**src/rtl/sabl_pkg.sv**
```systemverilog
package sabl_pkg;

  localparam int ADDR_W = 32;
  localparam int USER_W = 32;

  typedef logic [1:0]        cmd_t;
  typedef logic [2:0]        status_t;
  typedef logic [4:0]        count_out_t;
  typedef logic [ADDR_W-1:0] addr_t;
  typedef logic [USER_W-1:0] user_t;

  localparam cmd_t CMD_CHECK  = 2'd0;
  localparam cmd_t CMD_ADD    = 2'd1;
  localparam cmd_t CMD_DELETE = 2'd2;

  localparam status_t ST_OK        = 3'd0;
  localparam status_t ST_DENIED    = 3'd1;
  localparam status_t ST_FULL      = 3'd2;
  localparam status_t ST_DUPLICATE = 3'd3;
  localparam status_t ST_NOT_FOUND = 3'd4;

  localparam user_t ALLOWED_USER_RST = 32'd1000;

  // Register word index, taken from paddr[2].
  localparam logic REG_ALLOWED_USER = 1'b0;

  typedef struct packed {
    logic       drop;
    status_t    status;
    count_out_t entry_count;
  } res_t;

endpackage

```
**src/rtl/sabl_mem.sv**
```systemverilog
module sabl_mem #(
  parameter int DEPTH = 16,
  parameter int AW    = 4
) (
  input  logic                  clk,
  input  logic                  rd_en,
  input  logic [AW-1:0]         rd_addr,
  output sabl_pkg::addr_t       rd_data,
  input  logic                  wr_en,
  input  logic [AW-1:0]         wr_addr,
  input  sabl_pkg::addr_t       wr_data
);

  sabl_pkg::addr_t mem [DEPTH];
  sabl_pkg::addr_t rd_data_r;

  always_ff @(posedge clk) begin
    if (wr_en) begin
      mem[wr_addr] <= wr_data;
    end
  end

  always_ff @(posedge clk) begin
    if (rd_en) begin
      rd_data_r <= mem[rd_addr];
    end
  end

  assign rd_data = rd_data_r;

endmodule

```
**src/rtl/sabl_ctrl.sv**
```systemverilog
module sabl_ctrl #(
  parameter int DEPTH = 16,
  parameter int AW    = 4,
  parameter int CW    = 5
) (
  input  logic                 clk,
  input  logic                 rst_n,
  input  logic                 start,
  input  sabl_pkg::cmd_t       cmd,
  input  sabl_pkg::addr_t      address,
  input  sabl_pkg::user_t      user,
  input  sabl_pkg::user_t      allowed_user,
  output logic                 busy,
  output logic                 rd_en,
  output logic [AW-1:0]        rd_addr,
  input  sabl_pkg::addr_t      rd_data,
  output logic                 wr_en,
  output logic [AW-1:0]        wr_addr,
  output sabl_pkg::addr_t      wr_data,
  output logic                 res_valid,
  output sabl_pkg::res_t       res
);

  localparam logic [1:0] S_IDLE   = 2'd0;
  localparam logic [1:0] S_SEARCH = 2'd1;
  localparam logic [1:0] S_SHIFT  = 2'd2;

  localparam logic [CW-1:0] ONE      = CW'(1);
  localparam logic [CW-1:0] DEPTH_CW = CW'(DEPTH);

  logic [1:0]          state_r, state_nxt;
  logic [CW-1:0]       count_r, count_nxt;
  logic [CW-1:0]       idx_r, idx_nxt;
  logic [CW-1:0]       cmp_r, cmp_nxt;
  logic                vld_r, vld_nxt;
  logic                res_vld_r, res_vld_nxt;
  sabl_pkg::res_t      res_r, res_nxt;
  sabl_pkg::cmd_t      cmd_r;
  sabl_pkg::addr_t     addr_r;

  logic [CW-1:0]       last;
  logic [CW-1:0]       dst;
  logic                hit;
  logic                at_last;
  logic                miss;
  logic                accept;
  sabl_pkg::status_t   status_v;
  logic                drop_v;

  assign accept  = start && !busy;
  assign busy    = (state_r != S_IDLE);
  assign last    = count_r - ONE;
  assign dst     = cmp_r - ONE;
  assign hit     = vld_r && (rd_data == addr_r);
  assign at_last = vld_r && (cmp_r == last);
  // An empty table misses at once; otherwise the miss shows with the last entry.
  assign miss    = !hit && (at_last || (count_r == '0));

  // Reads always run ahead of the shift writes, so an entry is never read and
  // written back in overlapping cycles and no forwarding is needed.
  assign rd_en   = ((state_r == S_SEARCH) || (state_r == S_SHIFT)) && (idx_r < count_r);
  assign rd_addr = idx_r[AW-1:0];

  always_comb begin
    state_nxt   = state_r;
    count_nxt   = count_r;
    idx_nxt     = rd_en ? idx_r + ONE : idx_r;
    cmp_nxt     = idx_r;
    vld_nxt     = rd_en;
    res_vld_nxt = 1'b0;
    res_nxt     = res_r;
    status_v    = sabl_pkg::ST_OK;
    drop_v      = 1'b0;
    wr_en       = 1'b0;
    wr_addr     = count_r[AW-1:0];
    wr_data     = addr_r;

    unique case (state_r)
      S_IDLE: begin
        if (accept) begin
          idx_nxt = '0;
          vld_nxt = 1'b0;
          if (cmd == sabl_pkg::CMD_CHECK) begin
            state_nxt = S_SEARCH;
          end else if (user != allowed_user) begin
            res_vld_nxt = 1'b1;
            status_v    = sabl_pkg::ST_DENIED;
          end else if (cmd == sabl_pkg::CMD_ADD) begin
            if (count_r >= DEPTH_CW) begin
              res_vld_nxt = 1'b1;
              status_v    = sabl_pkg::ST_FULL;
            end else begin
              state_nxt = S_SEARCH;
            end
          end else if (cmd == sabl_pkg::CMD_DELETE) begin
            state_nxt = S_SEARCH;
          end else begin
            // Unused command from the allowed user: no change, status ok.
            res_vld_nxt = 1'b1;
          end
        end
      end
      S_SEARCH: begin
        if (hit) begin
          case (cmd_r)
            sabl_pkg::CMD_CHECK: begin
              res_vld_nxt = 1'b1;
              drop_v      = 1'b1;
              state_nxt   = S_IDLE;
            end
            sabl_pkg::CMD_ADD: begin
              res_vld_nxt = 1'b1;
              status_v    = sabl_pkg::ST_DUPLICATE;
              state_nxt   = S_IDLE;
            end
            default: begin
              if (at_last) begin
                count_nxt   = last;
                res_vld_nxt = 1'b1;
                state_nxt   = S_IDLE;
              end else begin
                idx_nxt   = cmp_r + ONE;
                vld_nxt   = 1'b0;
                state_nxt = S_SHIFT;
              end
            end
          endcase
        end else if (miss) begin
          res_vld_nxt = 1'b1;
          state_nxt   = S_IDLE;
          case (cmd_r)
            sabl_pkg::CMD_CHECK: begin
              drop_v = 1'b0;
            end
            sabl_pkg::CMD_ADD: begin
              wr_en     = 1'b1;
              count_nxt = count_r + ONE;
            end
            default: begin
              status_v = sabl_pkg::ST_NOT_FOUND;
            end
          endcase
        end
      end
      S_SHIFT: begin
        if (vld_r) begin
          wr_en   = 1'b1;
          wr_addr = dst[AW-1:0];
          wr_data = rd_data;
          if (at_last) begin
            count_nxt   = last;
            res_vld_nxt = 1'b1;
            state_nxt   = S_IDLE;
          end
        end
      end
      default: begin
        state_nxt = S_IDLE;
      end
    endcase

    if (res_vld_nxt) begin
      res_nxt.drop        = drop_v;
      res_nxt.status      = status_v;
      res_nxt.entry_count = sabl_pkg::count_out_t'(count_nxt);
    end
  end

  always_ff @(posedge clk) begin
    if (!rst_n) begin
      state_r   <= S_IDLE;
      count_r   <= '0;
      idx_r     <= '0;
      cmp_r     <= '0;
      vld_r     <= 1'b0;
      res_vld_r <= 1'b0;
    end else begin
      state_r   <= state_nxt;
      count_r   <= count_nxt;
      idx_r     <= idx_nxt;
      cmp_r     <= cmp_nxt;
      vld_r     <= vld_nxt;
      res_vld_r <= res_vld_nxt;
    end
  end

  always_ff @(posedge clk) begin
    res_r <= res_nxt;
    if (accept) begin
      cmd_r  <= cmd;
      addr_r <= address;
    end
  end

  assign res_valid = res_vld_r;
  assign res       = res_r;

endmodule

```
**src/rtl/source_address_block_list.sv**
```systemverilog
// A refused item, a full table or an unused command is answered straight from idle; otherwise
// a search reads one table entry per cycle, and a delete that moves entries down
// restarts the reads at the entry after the hit before it shifts the rest down.
// Throughput: one item at a time; busy stays high while an item is searched or shifted.
// Reset (rst_n low, synchronous) empties the table and restores allowed_user to 1000.
// The result strobe lasts one cycle and the receiver cannot stall it.
module source_address_block_list #(
  parameter int DEPTH = 16
) (
  input  logic                   clk,
  input  logic                   rst_n,
  input  logic                   start,
  output logic                   busy,
  input  sabl_pkg::cmd_t         in_cmd,
  input  sabl_pkg::addr_t        in_address,
  input  sabl_pkg::user_t        in_user,
  output logic                   out_valid,
  output logic                   out_drop,
  output sabl_pkg::status_t      out_status,
  output sabl_pkg::count_out_t   out_entry_count,
  input  logic                   psel,
  input  logic                   penable,
  input  logic                   pwrite,
  input  logic [2:0]             paddr,
  input  logic [31:0]            pwdata,
  output logic [31:0]            prdata,
  output logic                   pready
);

  localparam int AW = (DEPTH > 1) ? $clog2(DEPTH) : 1;
  localparam int CW = $clog2(DEPTH + 1);

  sabl_pkg::user_t allowed_user_r;
  logic            reg_sel;

  logic            rd_en;
  logic [AW-1:0]   rd_addr;
  sabl_pkg::addr_t rd_data;
  logic            wr_en;
  logic [AW-1:0]   wr_addr;
  sabl_pkg::addr_t wr_data;
  sabl_pkg::res_t  res;

  assign pready  = 1'b1;
  assign reg_sel = (paddr[2] == sabl_pkg::REG_ALLOWED_USER);

  always_ff @(posedge clk) begin
    if (!rst_n) begin
      allowed_user_r <= sabl_pkg::ALLOWED_USER_RST;
    end else if (psel && penable && pwrite && pready && reg_sel) begin
      allowed_user_r <= pwdata;
    end
  end

  assign prdata = reg_sel ? allowed_user_r : '0;

  sabl_ctrl #(
    .DEPTH (DEPTH),
    .AW    (AW),
    .CW    (CW)
  ) u_ctrl (
    .clk          (clk),
    .rst_n        (rst_n),
    .start        (start),
    .cmd          (in_cmd),
    .address      (in_address),
    .user         (in_user),
    .allowed_user (allowed_user_r),
    .busy         (busy),
    .rd_en        (rd_en),
    .rd_addr      (rd_addr),
    .rd_data      (rd_data),
    .wr_en        (wr_en),
    .wr_addr      (wr_addr),
    .wr_data      (wr_data),
    .res_valid    (out_valid),
    .res          (res)
  );

  sabl_mem #(
    .DEPTH (DEPTH),
    .AW    (AW)
  ) u_mem (
    .clk     (clk),
    .rd_en   (rd_en),
    .rd_addr (rd_addr),
    .rd_data (rd_data),
    .wr_en   (wr_en),
    .wr_addr (wr_addr),
    .wr_data (wr_data)
  );

  assign out_drop        = res.drop;
  assign out_status      = res.status;
  assign out_entry_count = res.entry_count;

endmodule

```
**config.mk**
```make
export PLATFORM = sky130hd
export DESIGN_NAME = source_address_block_list
export DESIGN_NICKNAME = d
export VERILOG_FILES = /design/src/rtl/sabl_pkg.sv /design/src/rtl/sabl_mem.sv /design/src/rtl/sabl_ctrl.sv /design/src/rtl/source_address_block_list.sv
export SDC_FILE = /design/constraint.sdc
export NUM_CORES = 1
export LEC_CHECK = 0
export BUFFER_PORTS_ARGS = -buffer_cell sky130_fd_sc_hd__buf_4
export CAP_MARGIN = 10
export CORE_MARGIN = 2
export CORE_UTILIZATION = 58
export DETAILED_ROUTE_END_ITERATION = 8
export PLACE_DENSITY = 0.82
export SLEW_MARGIN = 20
export SYNTH_ARGS = -nofsm -noshare
export SYNTH_HDL_FRONTEND = slang
export SYNTH_SLANG_ARGS = --single-unit
export TNS_END_PERCENT = 10
```
**constraint.sdc**
```tcl
create_clock -name clk -period 19.1 [get_ports clk]
set_clock_uncertainty 0.1 [all_clocks]
set_input_delay 1.91 -clock clk [delete_from_list [all_inputs] [get_ports clk]]
set_output_delay 1.91 -clock clk [all_outputs]
set_load 0.03 [all_outputs]
```
## Word-level counts from Yosys, hierarchy flattened

Memories as Yosys holds them, arrays and structs flattened. A register that Yosys moved wholly into a read port is not among the register bits.
Index checks and enable logic that the tools add are counted.

- Add/subtract/negate cells: 5
- Multipliers: 0
- Div/mod/pow operators: 0
- Order comparisons: 2
- Equality and inequality tests: 15
- Shift operators: 0
- Mux-type cells: 66
- Bitwise gates (word level): 1
- Reductions and logical operators: 20

Operators with widths:

| operator | count |
|---|---|
| $mux W32 | 3 |
| $mux W5 | 11 |
| $eq A32 B32 Y1 | 1 |
| $ne A32 B32 Y1 | 1 |
| $mux W2 | 14 |
| $mux W1 | 22 |
| $mux W3 | 7 |
| $pmux W5 S2 | 2 |
| $add A5 B1 Y5 const B | 3 |
| $logic_and A1 B1 Y1 | 8 |
| $mux W4 | 2 |
| $reduce_and A7 Y1 | 1 |
| $eq A2 B1 Y1 const B | 3 |
| $logic_not A2 Y1 | 3 |
| $ne A2 B1 Y1 const B | 3 |
| $pmux W2 S3 | 1 |
| $pmux W3 S2 | 1 |
| $eq A5 B5 Y1 | 1 |
| $ge A5 B5 Y1 const B | 1 |
| $logic_not A5 Y1 | 1 |
| $lt A5 B5 Y1 | 1 |
| $sub A5 B1 Y5 const B | 1 |
| $eq A2 B2 Y1 const B | 2 |
| $ne A4 B1 Y1 const B | 1 |
| 12 further kinds | 15 |

- Register bits after elaboration: 94
- Bits in latches: 0
- Memory bits (writable): 512
- Bits in read-only memories: 0
- Bits of input ports: 107
- Output and inout bits: 44
- Logic and storage cells: 122
- Memories kept: 1

Memories:

| name | words | bits a word | rd ports | clocked after Yosys merged registers in | write ports | line | text |
|---|---|---|---|---|---|---|---|
| u_mem.mem | 16 | 32 | 1 | 1 | 1 | sabl_mem.sv:14 | `sabl_pkg::addr_t mem [DEPTH];` |

## Depth between registers and ports, before layout

- Depth after elaboration: 10
- Gate-level depth with buffers: 12
- Mapped depth without buffers: 9

## By module

A second synthesis with hierarchy kept.

- Cell total of the unflattened synthesis: 1448
- Area, all modules: 26190.1 um^2

Modules (own cells, without submodules):

| module | times used | cells an instance | area each (um^2) | sequential area each (um^2) |
|---|---|---|---|---|
| sabl_mem | 1 | 838 | 20155.6 | 16335.7 |
| sabl_ctrl | 1 | 433 | 4466.8 | 1671.6 |
| source_address_block_list | 1 | 177 | 1567.8 | 640.6 |

## Worst setup path before layout

Ideal clock, no wire load.

- Kind: register -> register
- From: register u_ctrl.count_r[0]
- To: memory u_mem.mem[13][0] (netlist name), enable pin
- Setup time: 0.513 ns
- Data arrival time: 5.634 ns
- Data required time: 18.487 ns
- Path slack: 12.853 ns
- Cell stages (with the launch flop): 11
- Path buffers: 2
- Period minus slack after synthesis: 6.247 ns
- Path through: dfxtp_1 -> clkbuf_1 -> inv_1 -> ha_1 -> xor2_1 -> nand3_1 -> nor4b_1 -> buf_2 -> o2111ai_1 -> o21a_1 -> nor4b_1

- Cells in the longest elaborated chain, start to end: 10
- Elaborated cells between the ends (all ways): 13
- Those cells by class: add/sub: 1; eq/ne: 1; mux: 7; reduce/logical: 4

RTL lines:

| item | line | text |
|---|---|---|
| start: declaration | sabl_ctrl.sv:32 | `logic [CW-1:0] count_r, count_nxt;` |
| start signal: assignment | sabl_ctrl.sv:179 | `count_r <= count_nxt;` |
| $sub A5 B1 Y5 | sabl_ctrl.sv:52 | `assign last = count_r - ONE;` |
| $eq A5 B5 Y1 | sabl_ctrl.sv:55 | `assign at_last = vld_r && (cmp_r == last);` |
| $logic_and A1 B1 Y1 | sabl_ctrl.sv:55 |  |
| $logic_or A1 B1 Y1 | sabl_ctrl.sv:57 | `assign miss = !hit && (at_last \|\| (count_r == '0));` |
| $logic_and A1 B1 Y1 | sabl_ctrl.sv:57 |  |
| $mux W1 | sabl_ctrl.sv:128 | `end else if (miss) begin` |
| $mux W1 | sabl_ctrl.sv:104 | `if (hit) begin` |
| $pmux W1 S2 | sabl_ctrl.sv:78 | `unique case (state_r)` |
| $mux W1 | sabl_mem.sv:18 | `if (wr_en) begin` |
| $mux W1 (not written as such) | sabl_mem.sv:19 | `mem[wr_addr] <= wr_data;` |
| end: declaration | sabl_mem.sv:14 |  |

Parallel ways exist; a longest one is shown, timed or not.

## Worst setup path in the final report

- From: register u_ctrl.count_r[0]
- To: memory u_mem.mem[3][29] (netlist name), enable pin

The elaborated chain is that of the path after synthesis.

==> qor.tcl <==
set qor(run_status) {completed}
set qor(placementRows) 77
set qor(irDropWorstVdd_mv) 0.1351
set qor(vias) 14470
set qor(synth_largest_type_area_fraction_pct) 68.53
set qor(htree_num_levels) 2
set qor(maxSlewViolCount) 0
set qor(worst_setup_path_end_kind) {flop}
set qor(cts_tree) {built}
set qor(layout.cells.most_common) {sky130_fd_sc_hd__edfxtp_1}
set qor(clk_root_buffer_cell) {sky130_fd_sc_hd__clkbuf_16}
set qor(post-synth-top-area-cell) {sky130_fd_sc_hd__edfxtp_1}
set qor(finalSetupViolations) 0
set qor(m1WireLength_um) 22430
set qor(number_of_instances_in_the_synthesized_netlist) 1416
set qor(area_taken_by_multi_input_logic_gates_mm2) 0.006834
set qor(cp_max_fo) 22
set qor(totalNegativeSetupSlack_ns) 0
set qor(insertedDiodeCount) 0
set qor(die_w_um) 214.6
set qor(rd_place_congestion) 0.9644
set qor(synth.net_count) 1536
set qor(max_freq_mhz) 214.6
set qor(clkSinkCount) 638
set qor(postRouteWirelength_um) 65420
set qor(fin_crit_ns) 4.659
set qor(synth_warnings) 0
set qor(ctsResizeCount) 0
set qor(drt-vias-per-instance) 6.520
set qor(net_count_reported_at_finish) 1700
set qor(yosysUniqueCellTypes) 57
set qor(synth.top_cells.by_area) {sky130_fd_sc_hd__edfxtp_1 69%, sky130_fd_sc_hd__mux4_2 14%, sky130_fd_sc_hd__dfxtp_1 4.0%}
set qor(synth_edf_count) 587
set qor(top_signal_layer_used) {met4}
set qor(wl_met3_um) 6872
set qor(critPathArrivalTime_ns) 4.81
set qor(layout_worst_path_cycle_share_pct) 24.39
set qor(fillers) 2723
set qor(initial_utilization_pct) 58.42
set qor(post_cts_hold_buffer_count) 0
set qor(io_buffer_count) 147
set qor(clk-insertion-delay-late_ns) 0.63
set qor(post_cts.repair.setup_buffers) 0
set qor(cts_made_buffers) 59
set qor(finalHoldViolations) 0
set qor(detailedRoute.firstPassIterationCount) 7
set qor(grt_overflow) 0
set qor(synth_seq_cells) 638
set qor(synth-async-reset-ratio_pct) 0
set qor(critPathLaunchType) {flop}
set qor(highest_count_cells_in_the_layout_ignoring_fill_and_taps) {587 x sky130_fd_sc_hd__edfxtp_1, 177 x sky130_fd_sc_hd__nand2_1, 177 x sky130_fd_sc_hd__buf_4}
set qor(detail_route.drc_violations) 0
set qor(first_global_vias) 14920
set qor(first_drt_iteration_drcs) 1708
set qor(dieArea_mm2) 0.04604
set qor(power_density_mw_per_mm2) 95.45
set qor(final-seq-area_mm2) 0.01866
set qor(fin_worst_hold_slack_ns) 0.3789
set qor(grt_max_degree) 57
set qor(worstSetupPathType) {reg2reg}
set qor(syn_avg_cell_area_um2) 18.16
set qor(cts_buffer_depth) 3
set qor(dominantRegCellSynth) {sky130_fd_sc_hd__edfxtp_1}
set qor(slew-limit-headroom_pct) 27.48
set qor(rsz_0062_raised_after_global_routing) {no}
set qor(worstHoldPathType) {reg2reg}
set qor(share_of_post_route_cells_with_drive_strength_above_1_pct) 28.13
set qor(required_ns) 19.25
set qor(cts.reportedPaths.clkPinSlew_ns) 0.06
set qor(design.portCount) 151
set qor(hpwlAfterDp_um) 33740
set qor(routed_wire_length_per_instance_um) 29.47
set qor(die_span_y_um) 214.6
set qor(power_leakage_nw) 9.646
set qor(tightestPinTransition_ns) 1.086
set qor(grt_antenna_before_repair) 0
set qor(max_cap_viol_count) 0
set qor(wire_length_of_the_first_global_routing_pass_um) 96370
set qor(wl_met2_um) 32840
set qor(area_of_the_core_mm2) 0.04403
set qor(synth_to_layout_area_growth_pct) 15.04
set qor(synth-seq-area-share_pct) 72.50
set qor(track_usage_pct) 28.86
set qor(ant_nets) 0
set qor(synth.cell_area_mm2) 0.02572
==> flip-flops by register name (all words and copies together) (netlist names) <==
name and count:
u_mem.mem 512, allowed_user_r 32, u_ctrl.addr_r 32, u_mem.rd_data 32, u_ctrl.res 9, u_ctrl.cmp_nxt 5, u_ctrl.cmp_r 5, u_ctrl.count_r 5
u_ctrl.cmd_r 2, u_ctrl.state_r 2, u_ctrl.res_valid 1, u_ctrl.vld_r 1
==> cells in the mapped netlist (all sizes together) (22+ instances only) <==
cell,number
xnor2,31
nand3,22
buf,23
nor2b,35
edfxtp,587
nand2,177
clkbuf,51
xor2,53
nor2,26
a21oi,33
dfxtp,51
mux4,160
==> metrics by stage <==
| step | utilization [%] | setup slack [ns] | instance area, um2 | std cells | power, mW |
|---|---|---|---|---|---|
| 3_5_place_dp | 62.76 | 14.55 | 27630 | 2111 | 1.649 |
| 5_1_grt | 67.20 | 14.24 | 29590 | 2220 | 2.890 |
| 2_1_floorplan | - | 12.85 | 25720 | 1416 | 1.607 |
| 4_1_cts | 67.20 | 14.50 | 29590 | 2220 | 2.833 |
| 6_report | 67.20 | 14.44 | 29590 | 2220 | 2.824 |
| 3_3_place_gp | 62.76 | 14.54 | 27630 | 2111 | 1.645 |
==> path summary, 6_finish.rpt <==
kind / startpoint / end / cells past startpoint / slack, ns
setup / recovery: u_ctrl.count_r[0] / u_mem.mem[3][29] / 11 / 14.44
hold / removal: allowed_user_r[2] / allowed_user_r[2] / 2 / 0.38
setup reg to reg: u_ctrl.count_r[0] / u_mem.mem[3][29] / 11 / 14.44
hold reg to reg: allowed_user_r[2] / allowed_user_r[2] / 2 / 0.38
==> power by group <==
group          internal (mW)  switching (mW)  leakage (nW)  total (mW)
logic                 0.0282          0.0525          2.98      0.0807
registers               1.53         0.00713          5.72        1.54
clock network          0.690           0.513         0.945        1.20
total                   2.25           0.572          9.65        2.82
==> metal layers <==
| metal | track usage [%] | vias to the layer above |
|---|---|---|
| li1 | - | 5911 |
| met3 | 7.078 | 219 |
| met5 | 0 | - |
| met4 | 13.47 | 0 |
| met2 | 47.77 | 1067 |
| met1 | 36.37 | 7277 |
==> critical path, stage by stage (launching register included) <==
cell and delay [ns]:
sky130_fd_sc_hd__dfxtp_1 0.68, sky130_fd_sc_hd__inv_1 0.10, sky130_fd_sc_hd__ha_1 0.43, sky130_fd_sc_hd__xor2_1 0.17
sky130_fd_sc_hd__nand3_1 0.13, sky130_fd_sc_hd__nor4b_2 0.33, sky130_fd_sc_hd__buf_4 0.28, sky130_fd_sc_hd__nor2_1 0.10
sky130_fd_sc_hd__o41ai_1 0.50, sky130_fd_sc_hd__nand2_1 0.37, sky130_fd_sc_hd__nor2_4 0.52, sky130_fd_sc_hd__buf_4 0.52
==> logic make-up (layout without fill, tap and decap cells) <==
family	count (synthesis)	after routing	share of synthesized area, %
and+or+nand+nor	340	340	6.358
buffers and inverters	93	305	1.391
AOI/OAI and AO/OA	84	84	2.107
xor gates and xnor gates	84	84	2.860
other	1	1	0.01458
adders and majority gates	13	13	0.6324
muxes	163	163	14.13
DFF	638	638	72.50
==> layout make-up <==
cell class / instances / area share (%)
Sequential cell: 638 / 63.06
Inverter: 19 / 0.2410
Multi-Input combinational cell: 685 / 23.10
Clock inverter: 37 / 1.307
Timing Repair Buffer: 177 / 4.491
Clock buffer: 72 / 5.299
Tap cell: 592 / 2.503
Power figures use the tool's default switching activity.
